$ cat src/rtl/utfb_pkg.sv
// ----------------------------------------------------------------------------
// UART terminated frame buffer package
// Operation and result codes, fixed field widths and the command and status
// bundles passed between the controller and the datapath.
// ----------------------------------------------------------------------------
package utfb_pkg;

   localparam int BYTE_W = 8;
   localparam int OP_W   = 2;
   localparam int KIND_W = 2;
   localparam int FLEN_W = 7;

   // Operation codes carried on the request tuser.
   localparam logic [OP_W-1:0] OP_TX_LOAD = 2'd0;
   localparam logic [OP_W-1:0] OP_TX_TICK = 2'd1;
   localparam logic [OP_W-1:0] OP_RX_BYTE = 2'd2;
   localparam logic [OP_W-1:0] OP_READ    = 2'd3;

   // Result kinds carried on the response tuser.
   localparam logic [KIND_W-1:0] KIND_EMPTY = 2'd0;
   localparam logic [KIND_W-1:0] KIND_TX    = 2'd1;
   localparam logic [KIND_W-1:0] KIND_RX    = 2'd2;

   localparam logic [BYTE_W-1:0] END_CHAR_RESET = 8'd10;

   typedef struct packed {
      logic              tx_write;
      logic              tx_start;
      logic              tx_advance;
      logic              tx_stop;
      logic              rx_write;
      logic              rd_start;
      logic              rd_next;
      logic              mem_rd;
      logic              out_load;
      logic [KIND_W-1:0] out_kind;
   } cmd_type;

   typedef struct packed {
      logic tx_busy;
      logic tx_can_send;
      logic rx_empty;
      logic rd_is_rx;
      logic rd_last;
      logic out_free;
   } status_type;

endpackage

$ cat src/rtl/utfb_ctrl.sv
// ----------------------------------------------------------------------------
// UART terminated frame buffer controller
// Decodes each request and sequences store reads and result delivery.
// ----------------------------------------------------------------------------
module utfb_ctrl
   import utfb_pkg::*;
(
   input  logic            clock,
   input  logic            reset,
   input  logic            req_valid,
   input  logic [OP_W-1:0] req_op,
   input  logic            req_last,
   input  status_type      status,
   output logic            req_ready,
   output cmd_type         cmd
);

   localparam logic [1:0] S_IDLE  = 2'd0;
   localparam logic [1:0] S_READ  = 2'd1;
   localparam logic [1:0] S_OUT   = 2'd2;
   localparam logic [1:0] S_EMPTY = 2'd3;

   logic [1:0] state_ff;
   logic [1:0] state_in;

   always_comb begin
      cmd       = '0;
      state_in  = state_ff;
      req_ready = 1'b0;
      case (state_ff)
         S_IDLE: begin
            req_ready = 1'b1;
            if (req_valid) begin
               case (req_op)
                  OP_TX_LOAD: begin
                     if (!status.tx_busy) begin
                        cmd.tx_write = 1'b1;
                        if (req_last) begin
                           cmd.tx_start = 1'b1;
                           state_in     = S_READ;
                        end
                     end
                  end
                  OP_TX_TICK: begin
                     if (status.tx_can_send) begin
                        cmd.tx_advance = 1'b1;
                        state_in       = S_READ;
                     end else begin
                        cmd.tx_stop = 1'b1;
                     end
                  end
                  OP_RX_BYTE: begin
                     cmd.rx_write = 1'b1;
                  end
                  OP_READ: begin
                     if (status.rx_empty) begin
                        state_in = S_EMPTY;
                     end else begin
                        cmd.rd_start = 1'b1;
                        state_in     = S_READ;
                     end
                  end
                  default: begin
                  end
               endcase
            end
         end
         S_READ: begin
            cmd.mem_rd = 1'b1;
            state_in   = S_OUT;
         end
         S_OUT: begin
            if (status.out_free) begin
               cmd.out_load = 1'b1;
               if (status.rd_is_rx) begin
                  cmd.out_kind = KIND_RX;
                  if (status.rd_last) begin
                     state_in = S_IDLE;
                  end else begin
                     // Fetch the following byte while this one is handed off.
                     cmd.rd_next = 1'b1;
                     cmd.mem_rd  = 1'b1;
                  end
               end else begin
                  cmd.out_kind = KIND_TX;
                  state_in     = S_IDLE;
               end
            end
         end
         S_EMPTY: begin
            if (status.out_free) begin
               cmd.out_load = 1'b1;
               cmd.out_kind = KIND_EMPTY;
               state_in     = S_IDLE;
            end
         end
         default: begin
            state_in = S_IDLE;
         end
      endcase
   end

   always_ff @(posedge clock) begin
      if (reset) begin
         state_ff <= S_IDLE;
      end else begin
         state_ff <= state_in;
      end
   end

endmodule

$ cat src/rtl/utfb_datapath.sv
// ----------------------------------------------------------------------------
// UART terminated frame buffer datapath
// Transmit and receive stores, their counters and flags, and the result
// register.
// ----------------------------------------------------------------------------
module utfb_datapath
   import utfb_pkg::*;
#(
   parameter int BUF_DEPTH = 64
)
(
   input  logic              clock,
   input  logic              reset,
   input  cmd_type           cmd,
   input  logic [BYTE_W-1:0] byte_in,
   input  logic              csr_we,
   input  logic [BYTE_W-1:0] csr_wdata,
   input  logic              out_ready,
   output status_type        status,
   output logic              out_valid,
   output logic [KIND_W-1:0] out_kind,
   output logic [BYTE_W-1:0] out_data,
   output logic              out_last,
   output logic [FLEN_W-1:0] out_flen,
   output logic              out_frame_ready,
   output logic              out_sending
);

   localparam int AW = $clog2(BUF_DEPTH);
   localparam int CW = $clog2(BUF_DEPTH + 1);
   localparam logic [CW-1:0] DEPTH_C = CW'(BUF_DEPTH);
   localparam logic [CW-1:0] ONE_C   = CW'(1);

   logic [BYTE_W-1:0] tx_mem [BUF_DEPTH];
   logic [BYTE_W-1:0] rx_mem [BUF_DEPTH];

   logic [BYTE_W-1:0] end_char_ff;
   logic [CW-1:0]     tx_fill_ff, tx_fill_in;
   logic [CW-1:0]     tx_length_ff, tx_length_in;
   logic [CW-1:0]     tx_pos_ff, tx_pos_in;
   logic              tx_busy_ff, tx_busy_in;
   logic [AW-1:0]     tx_addr_ff, tx_addr_in;
   logic [CW-1:0]     rx_len_ff, rx_len_in;
   logic              rx_busy_ff, rx_busy_in;
   logic [CW-1:0]     rd_len_ff, rd_len_in;
   logic [AW-1:0]     rd_ptr_ff, rd_ptr_in;
   logic              rd_src_rx_ff, rd_src_rx_in;
   logic              out_valid_ff;
   logic [BYTE_W-1:0] tx_rd_data_ff;
   logic [BYTE_W-1:0] rx_rd_data_ff;

   logic [KIND_W-1:0] out_kind_ff;
   logic [BYTE_W-1:0] out_data_ff;
   logic              out_last_ff;
   logic [FLEN_W-1:0] out_flen_ff;
   logic              out_frame_ready_ff;
   logic              out_sending_ff;

   logic              tx_full;
   logic              tx_wr_en;
   logic              rx_full;
   logic              rx_wr_en;
   logic [AW-1:0]     rx_idx;
   logic [CW-1:0]     rd_ptr_inc;
   logic [BYTE_W-1:0] res_data;
   logic [FLEN_W-1:0] res_flen;

   assign tx_full    = (tx_fill_ff == DEPTH_C);
   assign tx_wr_en   = cmd.tx_write && !tx_full;
   assign rx_full    = (rx_len_ff == DEPTH_C);
   assign rx_wr_en   = cmd.rx_write && !rx_full;
   assign rx_idx     = rx_busy_ff ? rx_len_ff[AW-1:0] : '0;
   assign rd_ptr_inc = CW'(rd_ptr_ff) + ONE_C;

   always_comb begin
      tx_fill_in   = tx_fill_ff;
      tx_length_in = tx_length_ff;
      tx_pos_in    = tx_pos_ff;
      tx_busy_in   = tx_busy_ff;
      tx_addr_in   = tx_addr_ff;
      rx_len_in    = rx_len_ff;
      rx_busy_in   = rx_busy_ff;
      rd_len_in    = rd_len_ff;
      rd_ptr_in    = rd_ptr_ff;
      rd_src_rx_in = rd_src_rx_ff;

      if (tx_wr_en) begin
         tx_fill_in = tx_fill_ff + ONE_C;
      end
      if (cmd.tx_start) begin
         // A full store drops the final byte but still sends what it holds.
         tx_length_in = tx_fill_in;
         tx_fill_in   = '0;
         tx_pos_in    = ONE_C;
         tx_busy_in   = 1'b1;
         tx_addr_in   = '0;
         rd_src_rx_in = 1'b0;
      end
      if (cmd.tx_advance) begin
         tx_addr_in   = tx_pos_ff[AW-1:0];
         tx_pos_in    = tx_pos_ff + ONE_C;
         rd_src_rx_in = 1'b0;
      end
      if (cmd.tx_stop) begin
         tx_busy_in = 1'b0;
      end

      if (cmd.rx_write) begin
         if (rx_full) begin
            rx_len_in = '0;
         end else begin
            rx_len_in  = CW'(rx_idx) + ONE_C;
            rx_busy_in = (byte_in != end_char_ff);
         end
      end
      if (cmd.rd_start) begin
         rd_len_in    = rx_len_ff;
         rx_len_in    = '0;
         rd_ptr_in    = '0;
         rd_src_rx_in = 1'b1;
      end
      if (cmd.rd_next) begin
         rd_ptr_in = rd_ptr_ff + AW'(1);
      end
   end

   always_ff @(posedge clock) begin
      if (reset) begin
         end_char_ff  <= END_CHAR_RESET;
         tx_fill_ff   <= '0;
         tx_length_ff <= '0;
         tx_pos_ff    <= '0;
         tx_busy_ff   <= 1'b0;
         tx_addr_ff   <= '0;
         rx_len_ff    <= '0;
         rx_busy_ff   <= 1'b0;
         rd_len_ff    <= '0;
         rd_ptr_ff    <= '0;
         rd_src_rx_ff <= 1'b0;
         out_valid_ff <= 1'b0;
      end else begin
         if (csr_we) begin
            end_char_ff <= csr_wdata;
         end
         tx_fill_ff   <= tx_fill_in;
         tx_length_ff <= tx_length_in;
         tx_pos_ff    <= tx_pos_in;
         tx_busy_ff   <= tx_busy_in;
         tx_addr_ff   <= tx_addr_in;
         rx_len_ff    <= rx_len_in;
         rx_busy_ff   <= rx_busy_in;
         rd_len_ff    <= rd_len_in;
         rd_ptr_ff    <= rd_ptr_in;
         rd_src_rx_ff <= rd_src_rx_in;
         if (cmd.out_load) begin
            out_valid_ff <= 1'b1;
         end else if (out_ready) begin
            out_valid_ff <= 1'b0;
         end
      end
   end

   // Stores: one write port each, registered read.
   always_ff @(posedge clock) begin
      if (tx_wr_en) begin
         tx_mem[tx_fill_ff[AW-1:0]] <= byte_in;
      end
      if (cmd.mem_rd) begin
         tx_rd_data_ff <= tx_mem[tx_addr_ff];
      end
   end

   always_ff @(posedge clock) begin
      if (rx_wr_en) begin
         rx_mem[rx_idx] <= byte_in;
      end
      if (cmd.mem_rd) begin
         rx_rd_data_ff <= rx_mem[rd_ptr_in];
      end
   end

   always_comb begin
      case (cmd.out_kind)
         KIND_TX: begin
            res_data = tx_rd_data_ff;
            res_flen = FLEN_W'(rx_len_ff);
         end
         KIND_RX: begin
            res_data = rx_rd_data_ff;
            res_flen = FLEN_W'(rd_len_ff);
         end
         default: begin
            res_data = '0;
            res_flen = '0;
         end
      endcase
   end

   always_ff @(posedge clock) begin
      if (cmd.out_load) begin
         out_kind_ff        <= cmd.out_kind;
         out_data_ff        <= res_data;
         out_last_ff        <= (cmd.out_kind != KIND_RX) || (rd_ptr_inc == rd_len_ff);
         out_flen_ff        <= res_flen;
         out_frame_ready_ff <= (res_flen != '0) && !rx_busy_ff;
         out_sending_ff     <= tx_busy_ff;
      end
   end

   assign status.tx_busy     = tx_busy_ff;
   assign status.tx_can_send = (tx_pos_ff < tx_length_ff);
   assign status.rx_empty    = (rx_len_ff == '0);
   assign status.rd_is_rx    = rd_src_rx_ff;
   assign status.rd_last     = (rd_ptr_inc == rd_len_ff);
   assign status.out_free    = !out_valid_ff || out_ready;

   assign out_valid       = out_valid_ff;
   assign out_kind        = out_kind_ff;
   assign out_data        = out_data_ff;
   assign out_last        = out_last_ff;
   assign out_flen        = out_flen_ff;
   assign out_frame_ready = out_frame_ready_ff;
   assign out_sending     = out_sending_ff;

endmodule

$ cat src/rtl/uart_terminated_frame_buffer.sv
// ----------------------------------------------------------------------------
// UART terminated frame buffer
// Buffers a transmit frame and gathers a received frame closed by an end
// character, with status reported on every result.
// ----------------------------------------------------------------------------
// Usage: each request transaction carries an operation on req_tuser (load a
// transmit byte, transmit tick, received byte, read frame), a byte on
// req_tdata and, for loads, the final-byte mark on req_tlast. Loads, received
// bytes and ticks that end a send give no response. A load marked last, or a
// tick with bytes left, gives one response transaction carrying the next
// transmit byte, passed through the registered store read and the result
// register. A read gives one response per stored byte, through the same
// registers, one per cycle while rsp_tready stays high, or a single
// empty-status response if no bytes are stored. The block works on one
// request at a time; req_tready is high only while no request is in progress,
// so a request that gives a response frees the input in the cycle after its
// last response is loaded into the result register. When the receiver
// stalls, the result register holds its transaction and the run pauses
// without losing or repeating bytes. The end character is written through
// csr_we and csr_wdata; the user must do so only while the block is idle,
// which the block itself does not enforce.
// Reset clears all counters and flags, returns the end character to a line
// feed, and leaves the store contents as they were.
// ----------------------------------------------------------------------------
module uart_terminated_frame_buffer
   import utfb_pkg::*;
#(
   parameter int BUF_DEPTH = 64
)
(
   input  logic        clock,
   input  logic        reset,

   input  logic        csr_we,
   input  logic [7:0]  csr_wdata,   // end_char

   input  logic        req_tvalid,
   output logic        req_tready,
   input  logic [7:0]  req_tdata,   // byte_in
   input  logic [1:0]  req_tuser,   // op
   input  logic        req_tlast,   // load_last

   output logic        rsp_tvalid,
   input  logic        rsp_tready,
   // [7:0] data_out, [14:8] frame_length, [15] frame_ready, [16] sending,
   // [23:17] zero
   output logic [23:0] rsp_tdata,
   output logic [1:0]  rsp_tuser,   // kind
   output logic        rsp_tlast    // run_last
);

   cmd_type           cmd;
   status_type        status;
   logic [KIND_W-1:0] out_kind;
   logic [BYTE_W-1:0] out_data;
   logic              out_last;
   logic [FLEN_W-1:0] out_flen;
   logic              out_frame_ready;
   logic              out_sending;

   // The controller decodes the operation and steps the read sequence.
   utfb_ctrl u_ctrl (
      .clock     (clock),
      .reset     (reset),
      .req_valid (req_tvalid),
      .req_op    (req_tuser),
      .req_last  (req_tlast),
      .status    (status),
      .req_ready (req_tready),
      .cmd       (cmd)
   );

   // The datapath owns both stores, their counters and the result register.
   utfb_datapath #(
      .BUF_DEPTH (BUF_DEPTH)
   ) u_datapath (
      .clock           (clock),
      .reset           (reset),
      .cmd             (cmd),
      .byte_in         (req_tdata),
      .csr_we          (csr_we),
      .csr_wdata       (csr_wdata),
      .out_ready       (rsp_tready),
      .status          (status),
      .out_valid       (rsp_tvalid),
      .out_kind        (out_kind),
      .out_data        (out_data),
      .out_last        (out_last),
      .out_flen        (out_flen),
      .out_frame_ready (out_frame_ready),
      .out_sending     (out_sending)
   );

   // Pack the result fields, lowest field first, padded to whole bytes.
   assign rsp_tdata = {7'b0, out_sending, out_frame_ready, out_flen, out_data};
   assign rsp_tuser = out_kind;
   assign rsp_tlast = out_last;

endmodule

$ cat config.mk
export PLATFORM = sky130hd
export DESIGN_NAME = uart_terminated_frame_buffer
export DESIGN_NICKNAME = d
export VERILOG_FILES = /design/src/rtl/utfb_pkg.sv /design/src/rtl/utfb_ctrl.sv /design/src/rtl/utfb_datapath.sv /design/src/rtl/uart_terminated_frame_buffer.sv
export SDC_FILE = /design/constraint.sdc
export NUM_CORES = 1
export LEC_CHECK = 0
export ABC_AREA = 1
export BUFFER_PORTS_ARGS = -buffer_cell sky130_fd_sc_hd__buf_4
export CAP_MARGIN = 10
export CORE_UTILIZATION = 28
export DETAILED_ROUTE_END_ITERATION = 6
export PLACE_DENSITY = 0.48
export SYNTH_ARGS = -nofsm -noshare
export SYNTH_HDL_FRONTEND = slang
export SYNTH_HIERARCHICAL = 1
export SYNTH_SLANG_ARGS = --single-unit
$ cat constraint.sdc
create_clock -name clock -period 6.55 [get_ports clock]
set_clock_uncertainty 0.2 [all_clocks]
set_input_delay 0.3275 -clock clock [delete_from_list [all_inputs] [get_ports clock]]
set_output_delay 0.3275 -clock clock [all_outputs]
set_load 0.05 [all_outputs]
---- Word level (Yosys, flattened, before mapping) ----
Memories as Yosys holds them, arrays and structs flattened. A register that Yosys moved wholly into a read port is not among the register bits.
Cells that the tools add are included.
word-level totals
  bits in writable memories ............... 1024
  logic and storage cells ................. 121
  memories kept ........................... 2
  register bits ........................... 81
memory list
  memory             words  bits a word  rd ports  clocked after memory_dff  wr ports  line                 source
  u_datapath.rx_mem  64     8            1         1                         1         utfb_datapath.sv:35  logic [BYTE_W-1:0] rx_mem [BUF_DEPTH];
  u_datapath.tx_mem  64     8            1         1                         1         utfb_datapath.sv:34  logic [BYTE_W-1:0] tx_mem [BUF_DEPTH];
operators by class
  muxes and demuxes ....................... 51
  $add $sub $neg .......................... 5
  reductions and logical operators ........ 21
  bitwise gates (word level) .............. 1
  $lt $le $gt $ge ......................... 1
  equality and inequality tests ........... 21
operator list
  operator               count
  $mux W6                7
  $mux W2                15
  $mux W7                4
  $mux W1                17
  $pmux W8 S2            1
  $add A6 B1 Y7 const B  2
  $add A7 B1 Y7 const B  2
  $eq A7 B7 Y1 const B   2
  $pmux W7 S2            1
  $ne A3 B3 Y1 const B   4
  $eq A2 B2 Y1 const B   5
  $ne A2 B2 Y1 const B   4
  $ne A8 B8 Y1           1
  $pmux W2 S4            1
  $reduce_and A8 Y1      1
  $eq A7 B7 Y1           1
  $logic_not A7 Y1       1
  $lt A7 B7 Y1           1
  $reduce_bool A7 Y1     1
  $add A6 B1 Y6 const B  1
  $eq A2 B1 Y1 const B   3
  $pmux W2 S3            1
  $pmux W3 S2            1
  $reduce_or A2 Y1       3
  12 further kinds       20

---- Depth between registers and ports, before layout ----
Gate-level depths: netlist of the first run.
  word-level depth ........................ 10
  depth in mapped cells ................... 25
  mapped depth without buffers ............ 23

---- Modules after synthesis ----
The synthesis of the first run kept the hierarchy.
by module, submodules not included
  module                        seq. area each (µm²)  cells an instance  area an instance (µm²)  instances
  utfb_datapath                 33011.7               4343               47370.4                 1
  utfb_ctrl                     40.0                  55                 329.1                   1
  uart_terminated_frame_buffer  0.0                   10                 71.3                    1

---- Worst setup path before layout of the first run ----
No wires, ideal clock.
  path type ............................... reg2reg
  start ................................... register u_ctrl.state_ff[0]
  end ..................................... register u_datapath.rx_rd_data_ff[0] (read register of u_datapath.rx_mem) (data pin)
  arrival time ............................ 2.807 ns
  setup time .............................. 0.254 ns
  required time ........................... 6.096 ns
  setup slack ............................. 3.290 ns
  cell stages (with the launch flop) ...... 18
  path buffers ............................ 2
  clock period less this slack ............ 3.260 ns
  cell sequence ........................... dfxtp_1 -> inv_1 -> ha_1 -> nand2_1 -> nor3_1 -> inv_1 -> nand2_1 -> nand2_2 -> nand2_4 -> buf_4 -> buf_4 -> nand2_1 -> nand3_1 -> nand3_1 -> nand3_1 -> nand3_1 -> nand3_1 -> nand2_1
RTL lines
  item                      line                 source
  start: declaration        utfb_ctrl.sv:23      logic [1:0] state_ff;
  start signal: assignment  utfb_ctrl.sv:107     state_ff <= state_in;
  end: declaration          utfb_datapath.sv:50  logic [BYTE_W-1:0] rx_rd_data_ff;

==> results of run 1 <==
[routing by layer]
layer	part of all wire, %	vias up	track usage [%]
li1	-	15050	-
met1	44	15620	20.75
met2	49	762	26.50
met3	4.3	202	1.965
met4	2.9	0	4.997
met5	0	-	0
[state kept, by name, summed over array words and instances, names as in the netlist, 2 cells and up]
signal	flops
u_ctrl/state_ff	2
u_datapath/end_char_ff	8
u_datapath/out_data	8
u_datapath/out_flen	7
u_datapath/out_kind	2
u_datapath/rd_len_ff	7
u_datapath/rd_ptr_ff	6
u_datapath/rx_len_ff	7
u_datapath/rx_mem	512
u_datapath/rx_rd_data_ff	8
u_datapath/tx_addr_ff	6
u_datapath/tx_fill_ff	7
u_datapath/tx_length_ff	7
u_datapath/tx_mem	512
u_datapath/tx_pos_ff	7
u_datapath/tx_rd_data_ff	8
[layout by cell type (no fill, tap or decap), types with 8 or more instances in the layout]
cell type	instances
nand3_1	611
edfxtp_1	1060
buf_4	84
xor2_1	18
nand4_1	17
inv_1	528
ha_1	19
buf_6	8
clkbuf_16	119
clkinv_1	27
o21ai_1	22
o22ai_1	136
nor2_1	438
o21ai_0	264
bufinv_16	12
nand2_1	856
a21oi_1	44
clkinv_2	27
dlygate4sd3_1	41
clkbuf_1	21
dfxtp_1	58
nand3b_1	33
[cell families (layout without fill, tap and decap cells)]
group	Yosys count	after routing	synth area share, %
and+or+nand+nor	1979	1979	17.65
xor gates and xnor gates	20	20	0.3667
adders and majority gates	19	19	0.4976
other	1	8	0.007850
DFF	1121	1121	69.19
AOI/OAI and AO/OA	480	480	5.524
buffers and inverters	788	898	6.768
[final cells by class]
type                       count  area, um^2
tap                         2218        2775
clock buffer                 142        3084
antenna                        1       2.502
clock inverter                81       799.5
timing repair buffer         138        1231
inverter                     537        2026
sequential                  1121       33060
fill                       17160      114900
multi-input combinational   2505       11560
[repair_timing]
action                    4_1_cts  5_1_grt
hold buffers                   41        0
resized for setup               0        0
hold endpoints to repair      525        0
[power by group through the flow]
stage          Sequential (mW)  Clock [mW]  Combinational, mW
4_1_cts                   7.99        6.92              0.791
3_5_place_dp              8.14           0              0.769
3_3_place_gp              8.14           0              0.768
5_1_grt                   7.99        7.21              0.827
6_report                  7.99        6.76              0.770
2_1_floorplan             8.25           0              0.270
[path summary, 6_finish.rpt]
kind	startpoint	to	slack, ps
worst max-delay path	u_datapath/rd_ptr_ff[0]$_SDFF_PP0_	u_datapath/rx_rd_data_ff[5]$_DFFE_PP_	1570
worst min-delay path	csr_we	u_datapath/end_char_ff[0]$_SDFFE_PP0P_	250
worst max register to register	u_datapath/rd_ptr_ff[0]$_SDFF_PP0_	u_datapath/rx_rd_data_ff[5]$_DFFE_PP_	1570
worst min register to register	u_datapath/tx_pos_ff[6]$_SDFFE_PP0P_	u_datapath/tx_pos_ff[6]$_SDFFE_PP0P_	290
[worst register-to-register path, cell delays in order, from the launching register on]
cell	delay [ps]
dfxtp_1	520
ha_1	270
inv_1	50
nand2_1	60
nand2_1	120
xor2_1	170
nand3_1	70
a21oi_1	40
nand4_1	100
nor2_1	60
inv_1	60
nand3_1	80
nor2_1	530
nor2_4	140
nand2_1	140
nand2_4	320
inv_4	540
buf_12	360
nand3_1	200
nand3_1	110
nand3_1	90
nand3_1	190
nand3_1	250
nand2_1	140
[through the flow]
| stage | setup WS, ps | power, mW | cells | utilization, % | hold WS (ps) |
|---|---|---|---|---|---|
| after floorplan | 3290 | 8.523 | 4414 | - | 226.4 |
| after global routing | 1138 | 16.03 | 6742 | 32.18 | 258.6 |
| after detailed placement | 1612 | 8.913 | 6478 | 29.65 | 273.7 |
| after global placement | 1611 | 8.912 | 6478 | 29.65 | 275.5 |
| final | 1574 | 15.52 | 6743 | 32.18 | 248.3 |
| after CTS | 1551 | 15.70 | 6742 | 32.18 | 167.1 |
==> results.tsv, run 1 <==
metric	value	unit
num_vias	31640	
crit_required	6930	ps
cp_slowest_cell	nor2_1	
end_kind	flop	
post_cts_buffers	0	
crit_family	simple AND/OR/NAND/NOR gates	
synth-edff-count	1060	
yosys_warnings	6	
dpl_cell_area	0.05024	mm^2
fin_crit	4976	ps
synth_top_area_cell	edfxtp_1	
core	0.1695	mm^2
clkSlewWorstSetupHoldPaths	60	ps
drt_first_pass_iters	7	
slew_violations	0	
gp_congestion	0.8082	
pin_count	53	
grt_setup_unrepaired	no	
place.port_buffers	45	
cts_buffer_depth	3	
numCtsBuffers	118	
power_density	284.5	mW/mm^2
critPathMaxFanout	65	
syn_area_per_cell	10.84	um^2
post-dp-hpwl	78.68	mm
pwr-share-comb	5.0	%
wl_per_cell	20.35	um
clock-sinks	1121	
fmax	201.0	MHz
first_global_vias	31000	
path_depth	23	
reg2regPathDepth	23	
slowest_delay	530	ps
initial_core_util	28.19	%
via_per_inst	4.692	
p_seq_share	51.5	%
cp-start-kind	flop	
drtIter0Drc	2533	
grt_pass1_wl	204.4	mm
clk_latency	760	ps
fin_area	0.05454	mm^2
clock_power_share	43.5	%
hp-class	in2reg	
holdPathStages	4	
drt-total-wl	137.2	mm
synth-seq-cells	1121	
status	finished, final reports clean	
yosys-top-cells-count	edfxtp_1, nand2_1, nand3_1, inv_1, nor2_1	
crit_path_cell_trace	ha_1, inv_1, nand2_1, nand2_1, xor2_1, nand3_1, a21oi_1, nand4_1, nor2_1, inv_1, nand3_1, nor2_1, nor2_4, nand2_1, nand2_4, inv_4, buf_12, nand3_1, nand3_1, nand3_1, nand3_1, nand3_1, nand2_1	
h-tree-depth	3	
grt_max_degree	151	
max-cap-violations	0	
std_cell_rows	151	
antenna_found_initial	2	
netlist_area	0.04777	mm^2
ant_nets	0	
ys_seq_area_share	69.19	%
relSlewSlack	24.40	%
hold_viol_final	0	
syn_to_final_growth	14.17	%
vdd_drop_max	0.0002282	V
critPathArrivalTime	5360	ps
grt_overflow	0	
path_common_cell	nand3_1	
finalSetupViolCount	0	
crit_type	reg2reg	
ys_top_cells_by_area	edfxtp_1, nand2_1, nand3_1	
yosysMostFrequentCell	edfxtp_1	
synth_top_area_share	66.63	%
ys.flop_type	edfxtp_1	
worst_pin_slew	1134	ps
sw_frac_of_total	23.02	%
die_width	415.1	um
finalCritPeriodShare	75.97	%
worst-path-buf-inv	4	
grt_usage	15.66	%
fin_setup_tns	0	ps
cts_root_buf	clkbuf_16	
dieArea	0.1723	mm^2
p_leak	20.15	nW
p_sw	3.572	mW
final_nets	4464	
post_route_cells_drive_above_1_share	6.742	%
synthArstFlopShare	0	%
dieHeight	415.1	um
synth_cells	4408	
synth_cell_type_count	42	
tritoncts	yes	
drc	0	
intPower	11.95	mW
(Power assumes the default switching activity.)
==> run 2, diff against run 1 <==
ABC_AREA = 0   (was 1)
PLACE_DENSITY = 0.49   (was 0.48)
clock period = 4.2 ns   (was 6.55 ns; I/O delays follow)
==> results.tsv, run 2 <==
metric	value	unit	change
status	finished, final reports clean		
slowest_delay	360	ps	-170 ps
post_route_cells_drive_above_1_share	28.39	%	+22 points
hold_viol_final	0		unchanged
dieArea	0.1629	mm^2	-5.4%
stdcell_count	5367		-20%
grt_pass1_wl	186.2	mm	-8.9%
critPathMaxFanout	12		-82%
dieHeight	403.7	um	-2.7%
clock-sinks	1121		unchanged
num_vias	26120		-17%
p_leak	17.93	nW	-11%
first_global_vias	26030		-16%
hp-class	in2reg		
cts_root_buf	clkbuf_16		
grt_setup_unrepaired	yes		
route.met3.wl	6.317	mm	+7.8%
initial_core_util	28.17	%	about the same
pin_count	53		unchanged
synth-edff-count	1060		unchanged
place.port_buffers	45		unchanged
syn_area_per_cell	16.64	um^2	+54%
relSlewSlack	28.68	%	+4.3 points
layout_common_cells	edfxtp_1, buf_4, nand2_1		
die_width	403.7	um	-2.7%
finalSetupViolCount	0		unchanged
met1_length	59.40	mm	-1.3%
power_density	430.8	mW/mm^2	+51%
synth-seq-cells	1121		unchanged
synthArstFlopShare	0	%	unchanged
worst-path-buf-inv	6		+2
post-dp-hpwl	81.44	mm	+3.5%
timing.final.ws_setup	30.28	ps	-1544 ps
slew_violations	0		unchanged
yosysMostFrequentCell	edfxtp_1		
yosys_warnings	6		unchanged
drc	0		unchanged
core	0.1604	mm^2	-5.4%
grt_max_degree	104		-31%
total_power	24.05	mW	+55%
final_nets	3155		-29%
crit_required	4560	ps	-2370 ps
critPathArrivalTime	4530	ps	-830 ps
h-tree-depth	3		unchanged
fin_crit	4170	ps	-806.2 ps
grt_overflow	0		unchanged
numCtsBuffers	114		-3.4%
crit_family	compound AO/OA/AOI/OAI gates		
ys_seq_area_share	73.17	%	+4.0 points
cp_slowest_cell	dfxtp_4		
synth_cell_type_count	85		+100%
antenna_found_initial	2		unchanged
std_cell_rows	147		-2.6%
crit_path_cell_trace	ha_4, buf_6, a31oi_4, a211oi_2, a211oi_2, a21oi_2, nor4_2, nand3b_1, nor2_4, buf_6, and2_4, buf_4, nor2_4, buf_12, buf_12, buf_4, nand2_1, a31oi_1, a22o_1, nor3_2, a221oi_2		
met2WireLength	60.94	mm	-9.4%
cts_buffer_depth	3		unchanged
clk_latency	750	ps	about the same
highest_layer	met4		
synth_cells	2714		-38%
crit_type	reg2reg		
placed_cells	5075		-22%
fmax	239.8	MHz	+19%
layout_commonest_cell	edfxtp_1		
wl_per_cell	24.14	um	+19%
ys.flop_type	edfxtp_1		
place_ws	-317.7	ps	-1930 ps
synth_top_area_share	70.46	%	+3.8 points
yosys-top-cells-count	edfxtp_1, nand2_1, nor2_1, mux4_2, clkbuf_1		
synth_top_area_cell	edfxtp_1		
fin_area	0.05583	mm^2	+2.4%
gp_congestion	0.8741		+8.2%
ant_nets	0		unchanged
worst_pin_slew	1066	ps	-68.03 ps
vdd_drop_max	0.0003260	V	+43%
via_per_inst	4.868		+3.8%
drtIter0Drc	2352		-7.1%
end_kind	flop		
netlist_area	0.04517	mm^2	-5.4%
max-cap-violations	0		unchanged
clkSlewWorstSetupHoldPaths	70	ps	about the same
fin_util	34.81	%	+2.6 points
drt-total-wl	129.6	mm	-5.6%
fill_cells	15310		-11%
ys_top_cells_by_area	edfxtp_1, mux4_2, dfxtp_1		
tritoncts	yes		
drt_first_pass_iters	5		-2
finalCritPeriodShare	99.28	%	+23 points
dpl_cell_area	0.05034	mm^2	+0.20%
syn_to_final_growth	23.60	%	
grt_usage	15.70	%	+0.043 points
cp-start-kind	flop		
-- run 2: cell count changes in the layout (fill, tap and decap cells not counted), sizes merged, moves of 47 or more --
cell / before / now
and3: 0 / 47
buf: 97 / 403
nand3: 611 / 79
nand2: 863 / 297
mux4: 0 / 186
inv: 540 / 33
nor2: 442 / 229
o22ai: 139 / 3
o21ai: 286 / 22
-- run 2: through the flow --
| stage | hold slack, ps | TNS (ps) |
|---|---|---|
| after floorplan | 108.9 | 0 |
| after global placement | 225.6 | -1748 |
| after detailed placement | 227.3 | -1648 |
| after CTS | 83.32 | 0 |
| after global routing | 148.3 | -1001 |
| final | 149.1 | 0 |
-- run 2: tightest hold or removal path, stage by stage --
cell	delay, ps
buf_4	170
a211o_1	140
dlygate4sd3_1	530
-- run 2: area by class of cell --
class	count	area (um^2)	share of cell area [%]
Inverter	25	93.84	0.1681
Antenna cell	2	5.005	0.008964
Clock buffer	148	3084	5.524
Clock inverter	61	641.9	1.150
Tap cell	2160	2703	4.840
Timing Repair Buffer	454	4332	7.758
Sequential cell	1121	33070	59.22
Multi-Input combinational cell	1396	11910	21.33
-- run 2: what timing repair did --
item	4_1_cts	5_1_grt
resized for setup	49	112
endpoints found under the hold margin	366	0
hold buffers	48	0
setup buffers	11	14
cloned	7	1
pin swaps	13	39
endpoints found under the setup margin	8	8
-- run 2: path summary, 6_finish.rpt --
kind	from	to	slack [ps]	depth (start not counted)
setup reg to reg	u_datapath/rd_ptr_ff[0]$_SDFF_PP0_	u_datapath/rx_rd_data_ff[3]$_DFFE_PP_	30	21
hold reg to reg	u_datapath/tx_length_ff[3]$_SDFFE_PP0P_	u_datapath/tx_length_ff[3]$_SDFFE_PP0P_	280	2
hold / removal	csr_we	u_datapath/end_char_ff[1]$_SDFFE_PP1P_	150	3
setup / recovery	u_datapath/rd_ptr_ff[0]$_SDFF_PP0_	u_datapath/rx_rd_data_ff[3]$_DFFE_PP_	30	21
-- run 2: cell families (layout without fill, tap and decap cells) --
| kind of cell | count (synthesis) | count (layout) | share of synthesized area, % |
|---|---|---|---|
| AOI/OAI and AO/OA | 344 | 345 | 5.814 |
| xor gates and xnor gates | 23 | 23 | 0.4459 |
| adders and majority gates | 19 | 19 | 0.5263 |
| buffers and inverters | 206 | 688 | 2.235 |
| DFF | 1121 | 1121 | 73.17 |
| muxes | 213 | 213 | 9.877 |
| other | 1 | 9 | 0.008301 |
| and+or+nand+nor | 787 | 789 | 7.927 |
-- run 2: power by group --
group / leakage (nW) / switching, mW / total, mW / internal, mW
registers: 10.0 / 0.116 / 12.5 / 12.4
logic: 6.09 / 0.921 / 1.29 / 0.371
clock network: 1.81 / 4.40 / 10.3 / 5.86
-- run 2: routing by layer --
| metal | track usage (%) | up-vias |
|---|---|---|
| met2 | 25.09 | 735 |
| met3 | 2.595 | 181 |
| met1 | 22.25 | 13690 |
| met5 | 0 | - |
| met4 | 3.728 | 0 |
| li1 | - | 11520 |
